[src/rtl/core/dthm_pkg.sv]
// Shared widths, operation codes and cell interface structs
// for the dead-time hit merger. No dependencies.
package dthm_pkg;

	localparam int TIME_W    = 40;
	localparam int ENERGY_W  = 24;
	localparam int CHAN_W    = 4;
	localparam int UNIT_W    = 2;
	localparam int PD_W      = 2;
	localparam int DT_W      = 16;
	localparam int OP_W      = 2;
	localparam int CFG_IDX_W = 2;

	localparam int CHANNELS_DEF = 16;
	localparam int UNITS_DEF    = 4;

	localparam logic [DT_W-1:0] DT_RESET = 16'd100;

	localparam logic [OP_W-1:0] OP_HIT     = 2'd0;
	localparam logic [OP_W-1:0] OP_RELEASE = 2'd1;
	localparam logic [OP_W-1:0] OP_FLUSH   = 2'd2;
	localparam logic [OP_W-1:0] OP_NONE    = 2'd3;

	typedef struct packed {
		logic [TIME_W-1:0]   stamp;
		logic [ENERGY_W-1:0] energy;
		logic [CHAN_W-1:0]   channel;
		logic [UNIT_W-1:0]   unit;
		logic [PD_W-1:0]     pd;
		logic                last;
	} hit_out_t;

	// broadcast from the controller to every cell
	typedef struct packed {
		logic                is_hit;
		logic                hit_go;
		logic                mark_go;
		logic                flush;
		logic                grant;
		logic [CHAN_W-1:0]   channel;
		logic [TIME_W-1:0]   stamp;
		logic [ENERGY_W-1:0] energy;
		logic [UNIT_W-1:0]   unit;
		logic [PD_W-1:0]     pd;
		logic [DT_W-1:0]     dt_hit;
	} cell_cmd_t;

	typedef struct packed {
		logic     need_emit;
		logic     emit;
		hit_out_t data;
	} cell_rsp_t;

endpackage

[src/rtl/core/dthm_cell.sv]
// One channel slot of the hit merger: held hit, merge logic, release mark
// and scan token. Depends on dthm_pkg.
module dthm_cell #(
	parameter int INDEX = 0,
	parameter int UNITS = dthm_pkg::UNITS_DEF
) (
	input  logic                                     clk,
	input  logic                                     arst_n,
	input  dthm_pkg::cell_cmd_t                      cmd,
	input  logic [UNITS-1:0][dthm_pkg::DT_W-1:0]     dead_time,
	input  logic                                     token_in,
	output logic                                     token_out,
	input  logic                                     marks_above,
	output logic                                     marks_here,
	output dthm_pkg::cell_rsp_t                      rsp
);

	localparam logic [dthm_pkg::CHAN_W-1:0] CHAN_ID = INDEX[dthm_pkg::CHAN_W-1:0];

	logic                          valid_q;
	logic                          mark_q;
	logic                          token_q;
	logic [dthm_pkg::TIME_W-1:0]   time_q;
	logic [dthm_pkg::ENERGY_W-1:0] energy_q;
	logic [dthm_pkg::UNIT_W-1:0]   unit_q;
	logic [dthm_pkg::PD_W-1:0]     pd_q;

	logic                          sel;
	logic [dthm_pkg::DT_W-1:0]     dt_slot;
	logic [dthm_pkg::DT_W-1:0]     dt_use;
	logic [dthm_pkg::TIME_W:0]     diff_fwd;
	logic [dthm_pkg::TIME_W-1:0]   diff_rev;
	logic [dthm_pkg::TIME_W-1:0]   distance;
	logic                          stamp_below;
	logic                          dist_small;
	logic                          in_window;
	logic                          reach;
	logic [dthm_pkg::ENERGY_W:0]   esum;
	logic [dthm_pkg::ENERGY_W-1:0] esat;
	logic                          hit_emit;
	logic                          scan_emit;
	logic                          emit;

	always_comb begin
		sel = cmd.is_hit && (int'(cmd.channel) == INDEX);
		dt_slot = '0;
		for (int u = 0; u < UNITS; u++) begin
			if (int'(unit_q) == u) begin
				dt_slot = dead_time[u];
			end
		end
		dt_use      = cmd.is_hit ? cmd.dt_hit : dt_slot;
		diff_fwd    = {1'b0, cmd.stamp} - {1'b0, time_q};
		diff_rev    = time_q - cmd.stamp;
		stamp_below = diff_fwd[dthm_pkg::TIME_W];
		distance    = stamp_below ? diff_rev : diff_fwd[dthm_pkg::TIME_W-1:0];
		dist_small  = (distance[dthm_pkg::TIME_W-1:dthm_pkg::DT_W] == '0);
		in_window   = dist_small && (distance[dthm_pkg::DT_W-1:0] < dt_use);
		reach       = dist_small && (distance[dthm_pkg::DT_W-1:0] <= dt_use);
		esum        = {1'b0, energy_q} + {1'b0, cmd.energy};
		esat        = esum[dthm_pkg::ENERGY_W] ? '1 : esum[dthm_pkg::ENERGY_W-1:0];

		hit_emit  = sel && valid_q && !in_window;
		scan_emit = token_q && mark_q && cmd.grant;
		emit      = (cmd.hit_go && hit_emit) || scan_emit;

		token_out  = token_q && (!mark_q || cmd.grant);
		marks_here = mark_q || marks_above;

		rsp.need_emit    = hit_emit;
		rsp.emit         = emit;
		rsp.data.stamp   = emit ? time_q : '0;
		rsp.data.energy  = emit ? energy_q : '0;
		rsp.data.channel = emit ? CHAN_ID : '0;
		rsp.data.unit    = emit ? unit_q : '0;
		rsp.data.pd      = emit ? pd_q : '0;
		rsp.data.last    = emit && (!scan_emit || !marks_above);
	end

	always_ff @(posedge clk or negedge arst_n) begin
		if (!arst_n) begin
			valid_q <= 1'b0;
			mark_q  <= 1'b0;
			token_q <= 1'b0;
		end else begin
			if (cmd.mark_go) begin
				mark_q  <= valid_q && (cmd.flush || !reach);
				token_q <= (INDEX == 0);
			end else begin
				token_q <= token_in || (token_q && !token_out);
				if (scan_emit) begin
					mark_q  <= 1'b0;
					valid_q <= 1'b0;
				end
			end
			if (cmd.hit_go && sel) begin
				valid_q <= 1'b1;
			end
		end
	end

	always_ff @(posedge clk) begin
		if (cmd.hit_go && sel) begin
			if (valid_q && in_window) begin
				energy_q <= esat;
				if (stamp_below) begin
					time_q <= cmd.stamp;
				end
			end else begin
				time_q   <= cmd.stamp;
				energy_q <= cmd.energy;
				unit_q   <= cmd.unit;
				pd_q     <= cmd.pd;
			end
		end
	end

endmodule

[config.mk]
export PLATFORM = sky130hd
export DESIGN_NAME = dthm_cell
export DESIGN_NICKNAME = d
export VERILOG_FILES = /design/src/rtl/core/dthm_pkg.sv /design/src/rtl/core/dthm_cell.sv
export SDC_FILE = /design/constraint.sdc
export NUM_CORES = 1
export LEC_CHECK = 0
export ABC_AREA = 1
export BUFFER_PORTS_ARGS = -buffer_cell sky130_fd_sc_hd__buf_2
export CAP_MARGIN = 20
export CORE_UTILIZATION = 52
export DETAILED_ROUTE_END_ITERATION = 8
export PLACE_DENSITY = 0.79
export SYNTH_ARGS = -nofsm -noshare
export SYNTH_HDL_FRONTEND = slang
export SYNTH_SLANG_ARGS = --single-unit
[constraint.sdc]
create_clock -name clk -period 6.4 [get_ports clk]
set_input_delay 0.96 -clock clk [delete_from_list [all_inputs] [get_ports clk]]
set_output_delay 0.96 -clock clk [all_outputs]
set_load 0.01 [all_outputs]
==> results of run 1 <==
-- cell usage in the layout (no fill, tap or decap), types with 4 or more instances in the layout --
master and count:
a21oi_1 156, a22oi_1 4, a41oi_1 11, and2_1 4
buf_2 233, buf_4 23, clkbuf_16 10, conb_1 4
edfxtp_1 68, ha_1 119, inv_1 415, inv_2 4
nand2_1 883, nand2_2 7, nand3_1 97, nand4_1 12
nor2_1 168, nor2_2 18, nor3_1 11, o211ai_1 4
o21a_1 4, o21ai_0 43, o21ai_1 7, o21bai_1 4
or2_2 11, xnor2_1 8, xor2_1 11
-- power by group through the flow --
stage          clock (W)  sequential, W  combinational [W]
6_report        0.000544       0.000525           0.000764
5_1_grt         0.000554       0.000526           0.000841
4_1_cts         0.000546       0.000525           0.000732
3_5_place_dp           0       0.000535           0.000728
3_3_place_gp           0       0.000534           0.000711
2_1_floorplan          0       0.000533           0.000473
-- worst paths after layout --
| kind | slack (ns) | endpoint | depth (start not counted) | from |
|---|---|---|---|---|
| setup / recovery | 0.31 | rsp[23] | 22 | cmd[77] |
| hold / removal | 0.39 | token_q | 1 | arst_n |
| setup reg to reg | 1.26 | pd_q[1] | 21 | time_q[27] |
| hold reg to reg | 0.52 | mark_q | 2 | valid_q |
| max in group asynchronous | 5.90 | valid_q | 1 | arst_n |
| min in group clk | 0.52 | mark_q | 2 | valid_q |
-- registers in the layout, indices dropped and copies added, names as in the netlist --
signal	flops
token_q	1
energy_q	24
unit_q	2
time_q	40
pd_q	2
mark_q	1
valid_q	1
-- per-stage QoR --
step	utilization [%]	instances	cell area (sq um)	hold WS (ns)	setup WS [ns]
floorplan	-	2148	11910	0.4828	0.5997
global placement	60.56	2638	13380	0.5041	0.3221
detailed placement	60.56	2638	13380	0.5039	0.05424
CTS	61.89	2653	13670	0.3896	0.04719
global route	62.46	2660	13800	0.3970	0.02130
finish	62.48	2662	13800	0.3930	0.3133
-- layout make-up --
class | instances | area [sq um]
timing repair buffer | 259 | 1404
multi-input combinational | 1615 | 8054
clock inverter | 6 | 70.07
antenna | 2 | 5.005
fill | 2229 | 8289
tap | 280 | 350.3
sequential | 71 | 2117
clock buffer | 9 | 225.2
inverter | 420 | 1579
-- cells by family after synthesis --
family,Yosys count,synth area share (%)
buf+inv,463,15.12
fa+ha+maj,122,13.02
simple gates,1219,41.08
other cells,1,0.03153
compound gates,250,11.55
xor+xnor,19,1.399
flops,71,17.80
-- what timing repair did --
item,4_1_cts,5_1_grt
hold buffers,0,0
setup endpoints to repair,0,71
buffers inserted,0,5
gates resized for setup,0,15
-- metal layers --
metal | GRT usage [%] | vias up | share of wire, %
met5 | 0 | - | 0.026
met3 | 6.294 | 81 | 9.5
met4 | 11.64 | 2 | 2.6
met1 | 53.87 | 6499 | 45
met2 | 58.64 | 730 | 43
li1 | - | 7081 | -
==> flow_summary_export.csv, run 1 <==
group,metric,value,unit
power_and_ir_drop,vdd_ir_drop_max,108.3,uV
sta,rsz0062_at_grt,"false",
setup_path,crit_family,"compound AO/OA/AOI/OAI gates",
clock_network,cts_tree,"done",
sta,maxSlewHeadroom,27.75,%
cells_and_area,nets,2659,
clock_network,clk_path_buf_depth,2,
yosys,ys_types,45,
sta,maxSlewViolCount,0,
yosys,synth_warnings,0,
detailed_routing,antenna_left,0,
grt,globalRouteTotalUtil,38.00,%
place,hpwl,38010,microns
detailed_routing,wire_per_inst,17.13,microns
clock_network,clk_pin_slew_worst_paths,0.06,ns
setup_path,critical_path_arrival,5.13,ns
die,row_count,54,
status,status,"finished, final reports clean",
grt,overflow,0,
die,initial_utilization,53.83,%
detailed_routing,via_per_inst,5.407,
setup_path,slowest_stage,"ha_1",
grt,grt_pass1_vias,13010,
power_and_ir_drop,p_leak,8.307,nW
setup_path,crit_required,5.44,ns
detailed_routing,drt_iter0_markers,1403,
clock_network,clock_latency,0.36,ns
yosys,synthesis.area,11890,sq um
sta,tns,0,ns
setup_path,cp_num_buf_inv,6,
clock_network,cts_sinks,71,
die,io-pin-count,238,
die,die_w,153.2,microns
detailed_routing,finalWirelength,45590,microns
grt,grt_max_degree,59,
die,core_area,22090,sq um
hold_path,min_path_type,"input port to asynchronous set/reset pin",
detailed_routing,dr.pass1.iters,6,
yosys,post-synth-top-count-cell,"nand2_1",
place,routabilityCongestion,1.034,
die,die_h,153.2,microns
setup_path,end_kind,"output port",
sta,finClkSkew,0.01372,ns
yosys,synth_edf_count,68,
die,dieArea,23480,sq um
power_and_ir_drop,intPower,0.001089,W
clock_network,root_buffer,"clkbuf_16",
yosys,synth_flop_cell,"edfxtp_1",
yosys,yosysSeqAreaShare,17.80,%
yosys,synth.avg_cell_area,5.545,sq um
place,numPortBuffers,233,
clock_network,htree_levels,3,
sta,setup_viol,0,
power_and_ir_drop,pwr-share-clk,29.7,%
grt,antenna_found_initial,3,
clock_network,cts_buffers,9,
setup_path,critical_path_class,"input port to output port",
setup_path,worstPathCellList,"buf_2 > inv_1 > ha_1 > a21oi_1 > o21bai_1 > nand2_1 > nand3_1 > a21oi_2 > nand2_4 > buf_4 > o21ai_0 > xnor2_1 > inv_1 > ha_1 > nand4_1 > o221ai_1 > a221oi_2 > nand3_2 > nand3_4 > clkbuf_16 > a21oi_1 > buf_2",
detailed_routing,vias,14390,
yosys,synth_cells,2145,
power_and_ir_drop,power_switching,0.0007430,W
yosys,netlist_top_cells_area,"nand2_1 28%, edfxtp_1 17%, inv_1 13%, ha_1 13%, a21oi_1 6.6%",
power_and_ir_drop,seq_power_share,28.7,%
cells_and_area,layout-drive-gt1-share,13.82,%
sta,worst_pin_slew,1.083,ns
power_and_ir_drop,p_per_area,132.7,nW/um^2
sta,hold_viol_final,0,
yosys,async_flop_share,4.225,%
power_and_ir_drop,p_sw_share,40.55,%
yosys,synth-seq-cells,71,
setup_path,path_max_fanout,23,
run,cap_viol_max_count,0,
sta,fin_crit,6.087,ns
yosys,yosys.area.top_type,"nand2_1",
yosys,synthDominantCellAreaShare,27.90,%
detailed_routing,drc,0,
power_and_ir_drop,share_comb_of_total_power,41.7,%
cells_and_area,area_growth,16.06,%
sta,layout_worst_path_cycle_share,95.11,%
yosys,synthTopCellsByCount,"884 x nand2_1, 416 x inv_1, 169 x nor2_1",
grt,grt_pass1_wl,69280,microns
setup_path,critPathLaunchType,"input port",
setup_path,critical-path-max-stage-delay,0.38,ns
sta,fmax,0.1643,GHz
power_and_ir_drop,power,0.001832,W
Power figures use the tool's default switching activity.
==> run 2, diff against run 1 <==
Settings changed: CELL_PAD_IN_SITES_DETAIL_PLACEMENT set to 0, CELL_PAD_IN_SITES_GLOBAL_PLACEMENT set to 1, CORE_UTILIZATION 52 to 35, PLACE_DENSITY 0.79 to unset, PLACE_DENSITY_LB_ADDON set to 0.1.
==> flow_summary_export.csv, run 2 (same netlist as run 1, synthesis figures left out) <==
group,metric,value,unit
power_and_ir_drop,pwr-share-clk,28.6,%
die,dieArea,34720,sq um
clock_network,clk_pin_slew_worst_paths,0.07,ns
sta,hold_viol_final,0,
place,dp_cells,2823,
detailed_routing,antenna_left,0,
cells_and_area,fin_cells,2841,
setup_path,critical_path_arrival,4.96,ns
sta,fin_crit,5.923,ns
die,die_w,186.3,microns
sta,fmax,0.1688,GHz
power_and_ir_drop,vdd_ir_drop_max,196.1,uV
power_and_ir_drop,share_comb_of_total_power,42.4,%
cells_and_area,multi_input_area,8034,sq um
detailed_routing,via_per_inst,4.719,
power_and_ir_drop,p_sw_share,41.76,%
clock_network,cts_sinks,71,
sta,worst_hold_slack,0.3664,ns
sta,setup_viol,0,
grt,antenna_found_initial,2,
setup_path,end_kind,"output port",
setup_path,crit_required,5.44,ns
die,row_count,67,
detailed_routing,drt_iter0_markers,929,
cells_and_area,antenna_cells,0,
sta,rsz0062_at_grt,"false",
cells_and_area,largest_register_ffs,40,
power_and_ir_drop,seq_power_share,29.1,%
die,io-pin-count,238,
clock_network,root_buffer,"clkbuf_16",
cells_and_area,area_growth,18.47,%
power_and_ir_drop,p_per_area,128.1,nW/um^2
cells_and_area,reg_top3,"time_q: 40 flops, energy_q: 24 flops",
cells_and_area,mostFrequentLayoutCell,"nand2_1",
clock_network,htree_levels,3,
clock_network,cts_tree,"done",
grt,overflow,0,
clock_network,clk_path_buf_depth,2,
sta,maxSlewViolCount,0,
sta,worst_slack,0.4774,ns
cells_and_area,regArea,2117,sq um
grt,globalRouteTotalUtil,27.18,%
sta,layout_worst_path_cycle_share,92.54,%
sta,tns,0,ns
setup_path,critPathLaunchType,"input port",
die,initial_utilization,35.56,%
grt,grt_pass1_wl,72060,microns
place,hpwl,40660,microns
grt,grt_pass1_vias,12880,
place,place_ws,0.2483,ns
cells_and_area,top_register,"time_q",
hold_path,min_path_type,"input port to asynchronous set/reset pin",
clock_network,cts_buffers,9,
clock_network,postCtsSetupRepairBufs,0,
setup_path,path_max_fanout,27,
run,cap_viol_max_count,0,
place,numPortBuffers,233,
detailed_routing,dr.pass1.iters,6,
detailed_routing,drc,0,
die,core_area,33450,sq um
power_and_ir_drop,power_switching,0.0007538,W
clock_network,clock_latency,0.39,ns
cells_and_area,fillers,3803,
detailed_routing,wire_per_inst,16.79,microns
status,status,"finished, final reports clean",
power_and_ir_drop,intPower,0.001051,W
cells_and_area,layout-drive-gt1-share,14.08,%
cells_and_area,layout_common_cells,"884 x nand2_1, 416 x inv_1, 233 x buf_2, 169 x nor2_1, 157 x a21oi_1",
place,routabilityCongestion,0.9425,
sta,worst_pin_slew,1.093,ns
detailed_routing,finalWirelength,47690,microns
setup_path,critical_path_class,"input port to output port",
die,die_h,186.3,microns
sta,maxSlewHeadroom,26.92,%
power_and_ir_drop,p_leak,8.350,nW
power_and_ir_drop,power,0.001805,W
cells_and_area,nets,2671,
grt,grt_max_degree,54,
sta,finClkSkew,0.01886,ns
detailed_routing,vias,13410,
[run 2: changes by cell type in the layout (fill, tap and decap cells not counted), sizes merged]
cell      before  now
buf          258  271
bufinv         1    0
clkbuf        10   11
clkinv         4    2
clkinvlp       0    3
diode          2    0
nand2        891  890
[run 2: power groups by stage]
stage	registers, W	logic (W)	clock network [W]
2_1_floorplan	0.000533	0.000473	0
3_3_place_gp	0.000535	0.000754	0
3_5_place_dp	0.000535	0.000760	0
4_1_cts	0.000524	0.000763	0.000528
5_1_grt	0.000526	0.000859	0.000540
6_report	0.000525	0.000765	0.000516
[run 2: path summary, 6_finish.rpt]
path | slack, ns | cells after the start | endpoint | from
setup / recovery | 0.48 | 25 | rsp[70] | cmd[44]
hold / removal | 0.37 | 1 | token_q | arst_n
setup reg to reg | 1.78 | 25 | energy_q[1] | time_q[0]
hold reg to reg | 0.53 | 2 | mark_q | valid_q
max in group asynchronous | 5.92 | 1 | valid_q | arst_n
min in group clk | 0.53 | 2 | mark_q | valid_q
[run 2: area by class of cell]
cell class	instances	share of cell area (%)
repair buffers	272	10.85
multi-input cells	1614	57.01
clock inverters	6	0.3197
well taps	448	3.978
flip-flops and latches	71	15.02
inverters	420	11.19
clock buffers	10	1.625
[run 2: worst max-delay path: stages]
cell	delay (ns)
buf_2	0.11
inv_1	0.05
ha_1	0.19
inv_1	0.08
fa_2	0.39
inv_1	0.13
o21ai_2	0.11
nand2_1	0.09
nand2_1	0.09
nand2_1	0.09
nand3_1	0.08
nand2_1	0.11
nand2_2	0.08
buf_4	0.18
o21ai_0	0.29
xor2_1	0.19
ha_1	0.27
a21oi_1	0.15
o221ai_1	0.18
a221oi_2	0.33
nand3_2	0.16
nand3_4	0.15
buf_12	0.19
a21oi_1	0.10
buf_2	0.16
[run 2: timing repair]
item	4_1_cts	5_1_grt
hold buffers	0	0
endpoints found under the setup margin	0	70
resized for setup	0	6
[run 2: through the flow]
stage / cell area (sq um) / utilization (%)
floorplan: 11910 / -
global placement: 13740 / 41.07
detailed placement: 13740 / 41.07
CTS: 14010 / 41.89
global route: 14090 / 42.13
finish: 14090 / 42.13
[run 2: layer usage]
metal / vias up / share of wire [%] / wire (microns) / global-route usage, %
met4: 4 / 2.1 / 1012 / 8.328
met5: - / 0.044 / 21 / 0
met1: 5934 / 48 / 23010 / 37.61
met3: 45 / 5.2 / 2486 / 3.592
met2: 338 / 44 / 21160 / 43.67
li1: 7086 / - / - / -
==> run 3, diff against run 2 <==
Settings changed: REMOVE_ABC_BUFFERS set to 1.
==> flow_summary_export.csv, run 3 (same netlist as run 1, synthesis figures left out) <==
group,metric,value,unit
clock_network,clk_path_buf_depth,2,
setup_path,path_max_fanout,43,
power_and_ir_drop,intPower,0.001051,W
sta,finClkSkew,0.02251,ns
die,dieArea,34720,sq um
clock_network,root_buffer,"clkbuf_16",
grt,overflow,0,
grt,grt_pass1_wl,71510,microns
sta,worst_pin_slew,0.7874,ns
cells_and_area,top_register,"time_q",
cells_and_area,mostFrequentLayoutCell,"nand2_1",
clock_network,clk_pin_slew_worst_paths,0.06,ns
cells_and_area,nets,2672,
place,dp_cells,2823,
hold_path,min_path_type,"input port to asynchronous set/reset pin",
clock_network,cts_resized,0,
sta,maxSlewHeadroom,47.31,%
detailed_routing,via_per_inst,4.699,
power_and_ir_drop,p_per_area,128.2,nW/um^2
sta,tns,0,ns
setup_path,critPathLaunchType,"input port",
cells_and_area,post-route-util,42.05,%
cells_and_area,area_growth,18.25,%
sta,layout_worst_path_cycle_share,94.11,%
sta,fin_crit,6.023,ns
grt,globalRouteTotalUtil,26.65,%
sta,setup_viol,0,
die,io-pin-count,238,
grt,antenna_found_initial,3,
clock_network,cts_sinks,71,
power_and_ir_drop,seq_power_share,29.1,%
setup_path,crit_family,"buffers and inverters",
status,status,"finished, final reports clean",
power_and_ir_drop,power_switching,0.0007509,W
setup_path,critical-path-max-stage-delay,0.40,ns
cells_and_area,reg_top3,"time_q: 40 flops, energy_q: 24 flops",
place,hpwl,39540,microns
die,die_h,186.3,microns
place,routabilityCongestion,0.9147,
die,core_area,33450,sq um
clock_network,holdBufCountCts,0,
setup_path,slowest_stage,"fa_1",
clock_network,cts_tree,"done",
power_and_ir_drop,pwr-share-clk,28.7,%
detailed_routing,antenna_left,0,
cells_and_area,layout-drive-gt1-share,14.08,%
setup_path,crit_required,5.44,ns
setup_path,end_kind,"output port",
detailed_routing,drt_iter0_markers,872,
power_and_ir_drop,p_leak,8.354,nW
setup_path,path_common_cell,"nand2_1",
die,die_w,186.3,microns
clock_network,cts_buffers,9,
detailed_routing,finalWirelength,46280,microns
detailed_routing,vias,13360,
clock_network,htree_levels,3,
sta,maxSlewViolCount,0,
setup_path,cp_num_buf_inv,8,
power_and_ir_drop,power,0.001802,W
clock_network,postCtsSetupRepairBufs,0,
cells_and_area,layout_common_cells,"884 x nand2_1, 416 x inv_1, 233 x buf_2, 169 x nor2_1, 157 x a21oi_1",
cells_and_area,postLayoutCellArea,14060,sq um
cells_and_area,largest_register_ffs,40,
die,initial_utilization,35.56,%
cells_and_area,fillers,3795,
detailed_routing,dr.pass1.iters,7,
setup_path,reg2reg_slack,1.74,ns
power_and_ir_drop,share_comb_of_total_power,42.2,%
run,cap_viol_max_count,0,
place,numPortBuffers,233,
die,row_count,67,
clock_network,clock_latency,0.39,ns
setup_path,critical_path_class,"input port to output port",
sta,rsz0062_at_grt,"false",
detailed_routing,wire_per_inst,16.28,microns
detailed_routing,drc,0,
grt,grt_max_degree,44,
sta,hold_viol_final,0,
cells_and_area,fin_cells,2843,
power_and_ir_drop,vdd_ir_drop_max,140.0,uV
power_and_ir_drop,p_sw_share,41.66,%
setup_path,critical_path_arrival,5.06,ns
place,placed_area,13740,sq um
grt,grt_pass1_vias,12750,
sta,fmax,0.1660,GHz
run 3: path summary, 6_finish.rpt:
path	startpoint	end	cells past startpoint
setup / recovery	cmd[44]	rsp[70]	27
hold / removal	arst_n	token_q	1
setup reg to reg	time_q[18]	energy_q[3]	23
hold reg to reg	valid_q	mark_q	2
max in group asynchronous	arst_n	mark_q	1
min in group clk	valid_q	mark_q	2
run 3: layer usage:
metal,track usage (%),vias up,wire length [microns]
met4,5.372,4,725
met5,0,-,25
met1,36.77,5940,22150
met2,43.67,300,20940
li1,-,7081,-
met3,4.251,33,2431
run 3: final cells by class:
class | count | area [sq um] | area share, %
clock inverters | 6 | 43.79 | 0.3114
clock buffers | 10 | 229.0 | 1.628
flip-flops and latches | 71 | 2117 | 15.05
inverters | 420 | 1577 | 11.21
repair buffers | 273 | 1506 | 10.71
multi-input cells | 1614 | 8029 | 57.09
well taps | 448 | 560.5 | 3.985
diodes | 1 | 2.502 | 0.01779
run 3: through the flow:
stage	worst slack (ns)	hold WS, ns
after floorplan	-0.04093	0.4828
after global placement	0.3127	0.5119
after detailed placement	0.1315	0.5258
after CTS	0.1246	0.3510
after global routing	0.02745	0.3512
final	0.3767	0.3707
run 3: power groups by stage:
stage / combinational (W) / clock (W) / sequential (W)
after CTS: 0.000755 / 0.000541 / 0.000525
after floorplan: 0.000462 / 0 / 0.000533
final: 0.000760 / 0.000518 / 0.000525
after global routing: 0.000852 / 0.000549 / 0.000526
after global placement: 0.000747 / 0 / 0.000535
after detailed placement: 0.000751 / 0 / 0.000535
run 3: worst register-to-register path: cells and delay by family (launching register included):
kind,cells,cell delay [ns]
buffers and inverters,4,0.69
XOR/XNOR,1,0.15
adder cells (fa/ha/maj),2,0.74
AO/OA/AOI/OAI,5,1.10
flip-flops,1,0.40
AND/OR/NAND/NOR,11,1.49
